$ cat config.mk
export PLATFORM = sky130hd
export DESIGN_NAME = ttps_queue
export DESIGN_NICKNAME = d
export VERILOG_FILES = /design/src/hdl/ttps_pkg.sv /design/src/hdl/ttps_queue.sv
export SDC_FILE = /design/constraint.sdc
export NUM_CORES = 1
export LEC_CHECK = 0
export BUFFER_PORTS_ARGS = -buffer_cell sky130_fd_sc_hd__buf_2
export CAP_MARGIN = 20
export CORE_MARGIN = 3
export CORE_UTILIZATION = 45
export CTS_BUF_LIST = sky130_fd_sc_hd__clkbuf_8
export DETAILED_ROUTE_END_ITERATION = 7
export HOLD_SLACK_MARGIN = 0.05
export PLACE_DENSITY = 0.84
export SYNTH_ARGS = -nofsm -noshare
export SYNTH_HDL_FRONTEND = slang
export SYNTH_SLANG_ARGS = --single-unit
export TNS_END_PERCENT = 100
$ cat constraint.sdc
create_clock -name clk -period 4.5 [get_ports clk]
set_clock_uncertainty 0.15 [all_clocks]
set_input_delay 0.45 -clock clk [delete_from_list [all_inputs] [get_ports clk]]
set_output_delay 0.45 -clock clk [all_outputs]
set_load 0.01 [all_outputs]
$ cat src/hdl/ttps_pkg.sv
`default_nettype none

package ttps_pkg;

  // Table geometry: 2^INDEX_BITS direct-mapped entries.
  localparam int INDEX_BITS  = 16;
  localparam int TABLE_DEPTH = 1 << INDEX_BITS;
  localparam int KEY_BITS    = 64;

  // Command queue between the front and back parts (power of two).
  localparam int QPTR_BITS   = 1;
  localparam int QUEUE_DEPTH = 1 << QPTR_BITS;

  // Score constants.
  localparam logic signed [15:0] MATE_BOUND = 16'sd9500;
  localparam logic signed [15:0] MATE_NEG   = -16'sd9500;
  localparam logic signed [15:0] NO_SCORE   = 16'sd11000;

  typedef enum logic [1:0] {
    OP_PROBE = 2'd0,
    OP_STORE = 2'd1,
    OP_CLEAR = 2'd2
  } op_t;

  typedef enum logic [1:0] {
    BOUND_EXACT = 2'd0,
    BOUND_UPPER = 2'd1,
    BOUND_LOWER = 2'd2,
    BOUND_NONE  = 2'd3
  } bound_t;

  typedef enum logic [1:0] {
    S_CLEAR,
    S_RUN,
    S_READ
  } back_state_t;

  // Entry layout, LSB first: from, dest, kind, value, bound, depth.
  typedef struct packed {
    logic [7:0]         depth;
    logic [1:0]         bound;
    logic signed [15:0] value;
    logic [3:0]         mv_kind;
    logic [5:0]         mv_dest;
    logic [5:0]         mv_from;
  } entry_t;

  typedef struct packed {
    logic [KEY_BITS-1:0] key;
    entry_t              entry;
  } mem_word_t;

  // Classified item as it travels through the queue.
  typedef struct packed {
    logic [1:0]          op;
    logic [KEY_BITS-1:0] key;
    logic [7:0]          depth;
    logic [7:0]          ply;
    logic signed [15:0]  alpha;
    logic signed [15:0]  beta;
    entry_t              entry;
  } cmd_t;

endpackage

`default_nettype wire

$ cat src/hdl/ttps_queue.sv
`default_nettype none

module ttps_queue import ttps_pkg::*; (
  input  logic clk,
  input  logic rst,
  input  cmd_t in_cmd,
  input  logic in_valid,
  output logic in_ready,
  output cmd_t out_cmd,
  output logic out_valid,
  input  logic out_ready
);

  cmd_t                 slots [QUEUE_DEPTH];
  logic [QPTR_BITS-1:0] wr_ptr;
  logic [QPTR_BITS-1:0] rd_ptr;
  logic [QPTR_BITS:0]   count;
  logic                 push;
  logic                 pop;

  assign in_ready  = count != (QPTR_BITS+1)'(QUEUE_DEPTH);
  assign out_valid = count != '0;
  assign out_cmd   = slots[rd_ptr];
  assign push      = in_valid && in_ready;
  assign pop       = out_valid && out_ready;

  always_ff @(posedge clk) begin
    if (rst) begin
      wr_ptr <= '0;
      rd_ptr <= '0;
      count  <= '0;
    end else begin
      if (push) begin
        wr_ptr <= wr_ptr + 1'b1;
      end
      if (pop) begin
        rd_ptr <= rd_ptr + 1'b1;
      end
      if (push && !pop) begin
        count <= count + 1'b1;
      end else if (pop && !push) begin
        count <= count - 1'b1;
      end
    end
  end

  always_ff @(posedge clk) begin
    if (push) begin
      slots[wr_ptr] <= in_cmd;
    end
  end

endmodule

`default_nettype wire

==> out/metrics.cfg <==
[yosys]
syn_nets = 670
synth.distinct_cells = 19
synth_area_leaders = edfxtp_1, mux2_2, buf_6
yosys-top-cells-count = edfxtp_1, mux2_2, buf_6
yosysTopAreaCell = edfxtp_1
ys.flop_type = edfxtp_1
async_reset_ff_share_pct = 0
synthCells = 509
syn_area_per_cell_sq_um = 22.6
yosysWarnings = 0
ys_ff_latch = 317
yosysSeqAreaShare_pct = 82.2
synth.top_cell.area_share_pct = 81.3
synth-edff-count = 312
syn_area_sq_um = 11500
yosysMostFrequentCell = edfxtp_1

[place]
io_buffers = 317
place.gp.congestion = 0.798
postPlaceCellArea_sq_um = 13400
dpl.hpwl_mm = 15.6

[detailed_routing]
drc = 0
drt-pass1-iter-count = 4
wl_per_cell_um = 19.7
ant_nets = 0
vias_per_cell = 4.92
initialDrtViolationCount = 411
drt_wl_total_mm = 27.1
vias = 6792

[power]
total_power_w = 0.00792
pwr_density_cell_nw_per_um2 = 500
leakage_nw = 6.02
ir_worst_vdd_mv = 0.382

[floorplan]
io_pins = 318
die-area_sq_um = 27600
fp.dieW_um = 166
core_region_area_sq_um = 24700
num_rows = 57
start_util_pct = 46.6
die_y_um = 166

[global_route]
gr-total-overflow = 0
antenna_found_initial = 1
grt_pass1_vias = 7597
grtUsageTotal_pct = 19.2
grt_pass1_wl_mm = 41.8
grt_max_degree = 81

[clock_tree]
clkTransAtPathRegs_ns = 0.06
clkSinkCount = 317
root_buffer = clkbuf_8
cts_setup_buffers = 0
cts_buffers = 48
htreeDepth = 2
hold_buffers = 157
cts.repair.resized = 0
cts_max_path_buffers = 3
worstSkewPairLatency_ns = 0.53
cts_tree = done

[min_path]
hold-path-endpoint = wr_ptr
hp-start = in_valid
whs_path_depth = 3
min_path_type = input pin to register

[critical_path]
r2r-start = count[0]
cp.arrival_ns = 2.42
cpPeakStageDelay_ns = 0.80
r2r_slack_ns = 2.11
critPathCaptureType = output pin
critPathLaunchType = register
cp_num_buf_inv = 2
path_max_fanout = 67
rr_endpoint = slots[1][42]
critical_path_class = register to output pin
required_ns = 3.90
cp_slowest_cell = dfxtp_4
path_cells = buf_12 > mux2_2 > buf_2
crit_family = flip-flops
reg2regPathDepth = 3

[sta]
timing.fmax_ghz = 0.331
finalCritPeriodShare_pct = 67.2
setup_tns_ns = 0
max_slew_margin_pct = 43.6
setup_viol = 0
slew_viol_final = 0
finalHoldWorstSlack_ns = 0.0990
worst_slew_pin_slew_ns = 0.846
rsz0062_at_grt = no
min_period_ns = 3.02
finalHoldViolCount = 0

[outcome]
status = finished, final reports clean

[final_layout]
fin_nets = 1184
stdcell_area_sq_um = 15900
layout-drive-gt1-share_pct = 51.3
final_util_pct = 64.1
syn_to_final_growth_pct = 37.6

[run]
cap_violations = 0

## area by class of cell
cell class	count	area, sq um
sequential	317	9470
fill	1648	8890
timing repair buffer	481	3250
multi-input combinational	174	1880
clock buffer	49	674
tap	324	405
clock inverter	33	163
inverter	1	8.76
antenna	1	2.50
## layer usage
metal	vias to the layer above	global-route usage [%]	share of wire (%)
li1	3064	-	-
met4	0	7.20	3.0
met1	3338	22.0	37
met2	332	34.5	53
met3	58	5.26	7.1
met5	-	0	0
## cells in the final DEF (no fill, tap or decap), drive strengths merged
| cell | n |
|---|---|
| a21bo | 1 |
| a21oi | 2 |
| and2 | 1 |
| and3 | 1 |
| buf | 324 |
| bufinv | 1 |
| clkbuf | 49 |
| clkinv | 13 |
| clkinvlp | 2 |
| dfxtp | 5 |
| diode | 1 |
| dlygate4sd3 | 157 |
| edfxtp | 312 |
| ha | 1 |
| inv | 18 |
| mux2 | 156 |
| nand2b | 1 |
| nand3b | 1 |
| nor2 | 3 |
| o21ai | 2 |
| or2 | 1 |
| or3 | 1 |
| xor2 | 3 |
## worst reg2reg max path, delay by kind of cell, from the launching register on
| family | cells | cell delay (ns) |
|---|---|---|
| buffers and inverters | 1 | 0.55 |
| DFF | 1 | 0.39 |
| and+or+nand+nor | 2 | 0.96 |
## stage by stage
step,setup slack (ns),std cells
after global routing,1.36,1380
final,1.48,1380
after CTS,1.46,1379
after global placement,2.07,1140
after detailed placement,2.05,1140
after floorplan,0.0962,509
## how the worst max path moves through the flow
stage	startpoint	slack, ns	end	depth (start not counted)
floorplan	count[0]	0.1	slots[0][0]	3
global placement	register	2.07	out_cmd[64]	3
detailed placement	register	2.05	out_cmd[64]	3
CTS	register	1.46	out_cmd[64]	3
global route	register	1.36	out_cmd[64]	3
finish	register	1.48	out_cmd[106]	3
## report_power, final
group          internal (W)  switching, W
combinational      0.000952       0.00103
sequential          0.00369      0.000164
clock               0.00106       0.00103
## state kept, by name (all words and copies together) (netlist names), named ones only
name    flops
count       2
rd_ptr      1
slots     312
wr_ptr      1
## kinds of logic after synthesis
family / share of synthesized area, %
AO/OA/AOI/OAI: 0.261
XOR/XNOR: 0.228
adder cells (fa/ha/maj): 0.109
buffers and inverters: 1.57
flip-flops: 82.2
multiplexers: 15.2
AND/OR/NAND/NOR: 0.434
Note: power is estimated with default switching activity, not from simulation.
