--- config.mk ---
export PLATFORM = sky130hd
export DESIGN_NAME = ttps_front
export DESIGN_NICKNAME = d
export VERILOG_FILES = /design/src/hdl/ttps_pkg.sv /design/src/hdl/ttps_front.sv
export SDC_FILE = /design/constraint.sdc
export NUM_CORES = 1
export LEC_CHECK = 0
export ABC_AREA = 0
export BUFFER_PORTS_ARGS = -buffer_cell sky130_fd_sc_hd__clkbuf_2
export CORE_MARGIN = 5
export CORE_UTILIZATION = 39
export DETAILED_ROUTE_END_ITERATION = 10
export GPL_TIMING_DRIVEN = 0
export PLACE_DENSITY = 0.79
export SLEW_MARGIN = 20
export SYNTH_ARGS = -nofsm -noshare
export SYNTH_HDL_FRONTEND = slang
export SYNTH_SLANG_ARGS = --single-unit
--- constraint.sdc ---
create_clock -name clk -period 5.3 [get_ports clk]
set_input_delay 0.795 -clock clk [delete_from_list [all_inputs] [get_ports clk]]
set_output_delay 0.795 -clock clk [all_outputs]
set_load 0.01 [all_outputs]
--- src/hdl/ttps_pkg.sv ---
`default_nettype none

package ttps_pkg;

  // Table geometry: 2^INDEX_BITS direct-mapped entries.
  localparam int INDEX_BITS  = 16;
  localparam int TABLE_DEPTH = 1 << INDEX_BITS;
  localparam int KEY_BITS    = 64;

  // Command queue between the front and back parts (power of two).
  localparam int QPTR_BITS   = 1;
  localparam int QUEUE_DEPTH = 1 << QPTR_BITS;

  // Score constants.
  localparam logic signed [15:0] MATE_BOUND = 16'sd9500;
  localparam logic signed [15:0] MATE_NEG   = -16'sd9500;
  localparam logic signed [15:0] NO_SCORE   = 16'sd11000;

  typedef enum logic [1:0] {
    OP_PROBE = 2'd0,
    OP_STORE = 2'd1,
    OP_CLEAR = 2'd2
  } op_t;

  typedef enum logic [1:0] {
    BOUND_EXACT = 2'd0,
    BOUND_UPPER = 2'd1,
    BOUND_LOWER = 2'd2,
    BOUND_NONE  = 2'd3
  } bound_t;

  typedef enum logic [1:0] {
    S_CLEAR,
    S_RUN,
    S_READ
  } back_state_t;

  // Entry layout, LSB first: from, dest, kind, value, bound, depth.
  typedef struct packed {
    logic [7:0]         depth;
    logic [1:0]         bound;
    logic signed [15:0] value;
    logic [3:0]         mv_kind;
    logic [5:0]         mv_dest;
    logic [5:0]         mv_from;
  } entry_t;

  typedef struct packed {
    logic [KEY_BITS-1:0] key;
    entry_t              entry;
  } mem_word_t;

  // Classified item as it travels through the queue.
  typedef struct packed {
    logic [1:0]          op;
    logic [KEY_BITS-1:0] key;
    logic [7:0]          depth;
    logic [7:0]          ply;
    logic signed [15:0]  alpha;
    logic signed [15:0]  beta;
    entry_t              entry;
  } cmd_t;

endpackage

`default_nettype wire

--- src/hdl/ttps_front.sv ---
`default_nettype none

module ttps_front import ttps_pkg::*; (
  input  logic                clk,
  input  logic                rst,
  input  logic                item_valid,
  output logic                item_ready,
  input  logic [1:0]          op,
  input  logic [KEY_BITS-1:0] position_key,
  input  logic [7:0]          search_depth,
  input  logic [7:0]          ply,
  input  logic signed [15:0]  alpha,
  input  logic signed [15:0]  beta,
  input  logic signed [15:0]  store_value,
  input  logic [1:0]          bound_kind,
  input  logic [5:0]          move_from,
  input  logic [5:0]          move_dest,
  input  logic [3:0]          move_kind,
  output cmd_t                cmd,
  output logic                cmd_valid,
  input  logic                cmd_ready
);

  cmd_t               cmd_next;
  logic signed [16:0] sval_wide;
  logic signed [16:0] ply_wide;

  assign ply_wide = $signed({9'd0, ply});

  // Mate scores are pushed away from zero on store; wraps to 16 bits.
  always_comb begin
    sval_wide = {store_value[15], store_value};
    if (store_value >= MATE_BOUND) begin
      sval_wide = {store_value[15], store_value} + ply_wide;
    end else if (store_value <= MATE_NEG) begin
      sval_wide = {store_value[15], store_value} - ply_wide;
    end
  end

  always_comb begin
    cmd_next               = '0;
    cmd_next.op            = op;
    cmd_next.key           = position_key;
    cmd_next.depth         = search_depth;
    cmd_next.ply           = ply;
    cmd_next.alpha         = alpha;
    cmd_next.beta          = beta;
    cmd_next.entry.depth   = search_depth;
    cmd_next.entry.bound   = bound_kind;
    cmd_next.entry.value   = sval_wide[15:0];
    cmd_next.entry.mv_kind = move_kind;
    cmd_next.entry.mv_dest = move_dest;
    cmd_next.entry.mv_from = move_from;
  end

  assign item_ready = !rst && (!cmd_valid || cmd_ready);

  always_ff @(posedge clk) begin
    if (rst) begin
      cmd_valid <= 1'b0;
    end else if (item_ready) begin
      cmd_valid <= item_valid;
    end
  end

  always_ff @(posedge clk) begin
    if (item_valid && item_ready) begin
      cmd <= cmd_next;
    end
  end

endmodule

`default_nettype wire

==> results.txt <==
Starting Density = 39.8%
Core Util, Final = 56.3%
Hold Fails Final Rpt = 0
Leak pwr = 3.53 nW
Setup WS post-layout = 2450 ps
Share of layout cells above drive strength 1 = 53.8%
CP endpoint = cmd[30]
Most frequent cells in the layout = clkbuf_2 (307), edfxtp_1 (148), inv_1 (20)
Die area = 17,400 sq um
Switch share = 24.9%
Gr usage total = 19.5%
Die height = 132 microns
Clk_lat worst skew = 410 ps
Worst-margin pin slew = 728 ps
TritonRoute pass-1 iters = 4
NetSw = 700 uW
CTS Hold Bufs = 0
Power per cell area = 344 nW/um^2
Detailed Route Iter0 Violations = 296
Root Buffer Master = clkbuf_16
Design area = 8180 sq um
Critical path class = in2reg
Antenna-violating nets left = 0
Worst Setup Start Kind = input port
Clock power frac = 40.0%
Hold crit path type = in2reg
Fin Setup TNS = 0 ps
Post-place instance area = 7610 sq um
Fin cells = 866
Post-CTS setup buffers = 0
Clock Skew = 10.1 ps
Setup violations, final = 0
Synthesized area = 5780 sq um
DRC = 0
Synth area leaders = edfxtp_1 (77%), ha_1 (3.5%), a21oi_1 (1.4%)
Most common cell after layout, fill and taps aside = clkbuf_2
Rel. slew slack = 51.5%
Via density = 4.95
Ys async rst share = 0%
Crit end category = flip-flop
Post-synthesis net count = 508
Post-CTS Resized = 0
CP Data Arrival Time = 3010 ps
Sequential power share = 49.0%
Post-Syn Instances = 338
Final HPWL DP = 14,100 microns
CTS clk-pin slew, worst paths = 70 ps
Peak VDD IR = 0.216 mV
Critical path origin = ply[2]
Synth top area share = 76.9%
Inserted Clock Buffers = 17
Yosys cell types = 58
Placed cells = 831
Fmax = 0.351 GHz
Chip width = 132 microns
Synth Warn # = 0
Reg2reg start = cmd_valid
Max clock buf depth = 2
Avg Cell Area, Syn = 17.1 sq um
Leading area contributor after synthesis = edfxtp_1
RSZ-0062 raised after global routing = no
Vias in the first global route = 4,464
Final GP Congestion = 0.922
Synth Flop Type = edfxtp_1
Drt total wl = 17,500 microns
Reg2reg setup slack = 3220 ps
Core area = 14,500 sq um
Pre-CTS WS = 2020 ps
CTS sink count = 149
Max_cap viols = 0
Total gr overflow = 0
Crit path max fanout = 5
Ports = 310
Final period utilization = 53.7%
Synth Register Bits = 149
H-tree depth = 4
Crit path required time = 5460 ps
WL/cell = 20.3 microns
P_int = 2.11 mW
Status = completed
Syn-to-layout area delta = 41.6%
Total number of vias = 4,291
Power share of the combinational group = 11.0%
CTS tree = yes
Register area share after synthesis = 77.3%
Largest net degree at the start of global routing = 62
First-pass GRT wire length = 25,800 microns
Tmin final = 2850 ps
Initial antenna violation count = 3
Row count = 44
PortBufs = 307
Slowest cell on crit path = a2111oi_0
EDFF count, synth = 148
CP peak stage delay = 650 ps
R2r endpoint = cmd[137]
Slew Viols, Final = 0
R2R depth = 5
Crit-path cells = clkbuf_2 > inv_1 > ha_1 > nand2b_1 > a2111oi_0 > o211ai_1 > a211oi_1 > a21oi_1 > xnor2_1
# nets final = 836
-- worst max-delay path, delay by kind of cell --
kind,cells,cell delay [ps]
buf+inv,2,170
simple gates,1,190
fa+ha+maj,1,340
compound gates,4,1380
xor+xnor,1,130
-- metal layers --
layer	up-vias	share of wire (%)	wire length (microns)	track usage, %
li1	1980	-	-	-
met1	2072	35	6150	20.6
met2	210	55	9740	35.8
met3	29	7.5	1310	7.11
met4	0	2.0	347	6.86
met5	-	0	0	0
-- Yosys cell counts (2+ instances only) --
master       n
o21ai_0     12
o22a_1       2
o32ai_1      3
a2111oi_0    2
nand3_1      3
nor3_1       4
nor2b_1      3
nand4bb_1    2
a21oi_1     16
nand2_1     13
nand4b_1     2
o22ai_1      3
a221oi_1     4
nor2_1      18
inv_1       20
xor2_1       2
a221o_1      2
or2_2        3
a211oi_1     2
clkbuf_1     2
xnor2_1      5
edfxtp_1   148
nand2b_1     6
or4_1        2
fa_1         2
ha_1        16
buf_4        9
o21a_1       2
-- power groups by stage --
| stage | logic [mW] | clock network (mW) | registers (mW) |
|---|---|---|---|
| after detailed placement | 0.310 | 0 | 1.40 |
| final | 0.310 | 1.13 | 1.38 |
| after CTS | 0.311 | 1.15 | 1.38 |
| after floorplan | 0.119 | 0 | 1.44 |
| after global routing | 0.336 | 1.21 | 1.38 |
| after global placement | 0.296 | 0 | 1.41 |
-- final cells by class --
| type | count | area [sq um] |
|---|---|---|
| fillers | 1167 | 6350 |
| flip-flops and latches | 149 | 4460 |
| repair buffers | 309 | 1590 |
| multi-input cells | 157 | 1160 |
| clock buffers | 18 | 429 |
| well taps | 184 | 230 |
| clock inverters | 14 | 135 |
| plain buffers | 12 | 86.3 |
| inverters | 20 | 75.1 |
| diodes | 3 | 7.51 |
-- cell families after synthesis --
kind of cell / count (synthesis) / synth area share [%]
AOI/OAI and AO/OA: 67 / 8.49
xor gates and xnor gates: 7 / 1.06
adders and majority gates: 18 / 4.16
buffers and inverters: 32 / 2.79
DFF: 149 / 77.3
muxes: 1 / 0.173
and+or+nand+nor: 64 / 6.06
-- registers in the layout (all words and copies together) (netlist names) --
register / cells
cmd_valid: 1
cmd: 148
-- worst min path at each step --
stage / startpoint / slack, ps / to / depth (start not counted)
after floorplan: cmd_valid / 610 / cmd_valid / 3
after global placement: cmd_valid / 600 / cmd_valid / 3
after detailed placement: cmd_valid / 620 / cmd_valid / 3
after CTS: move_from[2] / 530 / cmd[2] / 1
after global routing: search_depth[0] / 530 / cmd[34] / 1
final: search_depth[0] / 550 / cmd[34] / 1
-- per-stage QoR --
step / hold slack [ps] / power (mW)
final: 554 / 2.81
after global routing: 525 / 2.93
after CTS: 532 / 2.84
after detailed placement: 622 / 1.71
after global placement: 605 / 1.71
after floorplan: 612 / 1.55
No activity file was read; power rests on OpenSTA's default activity.
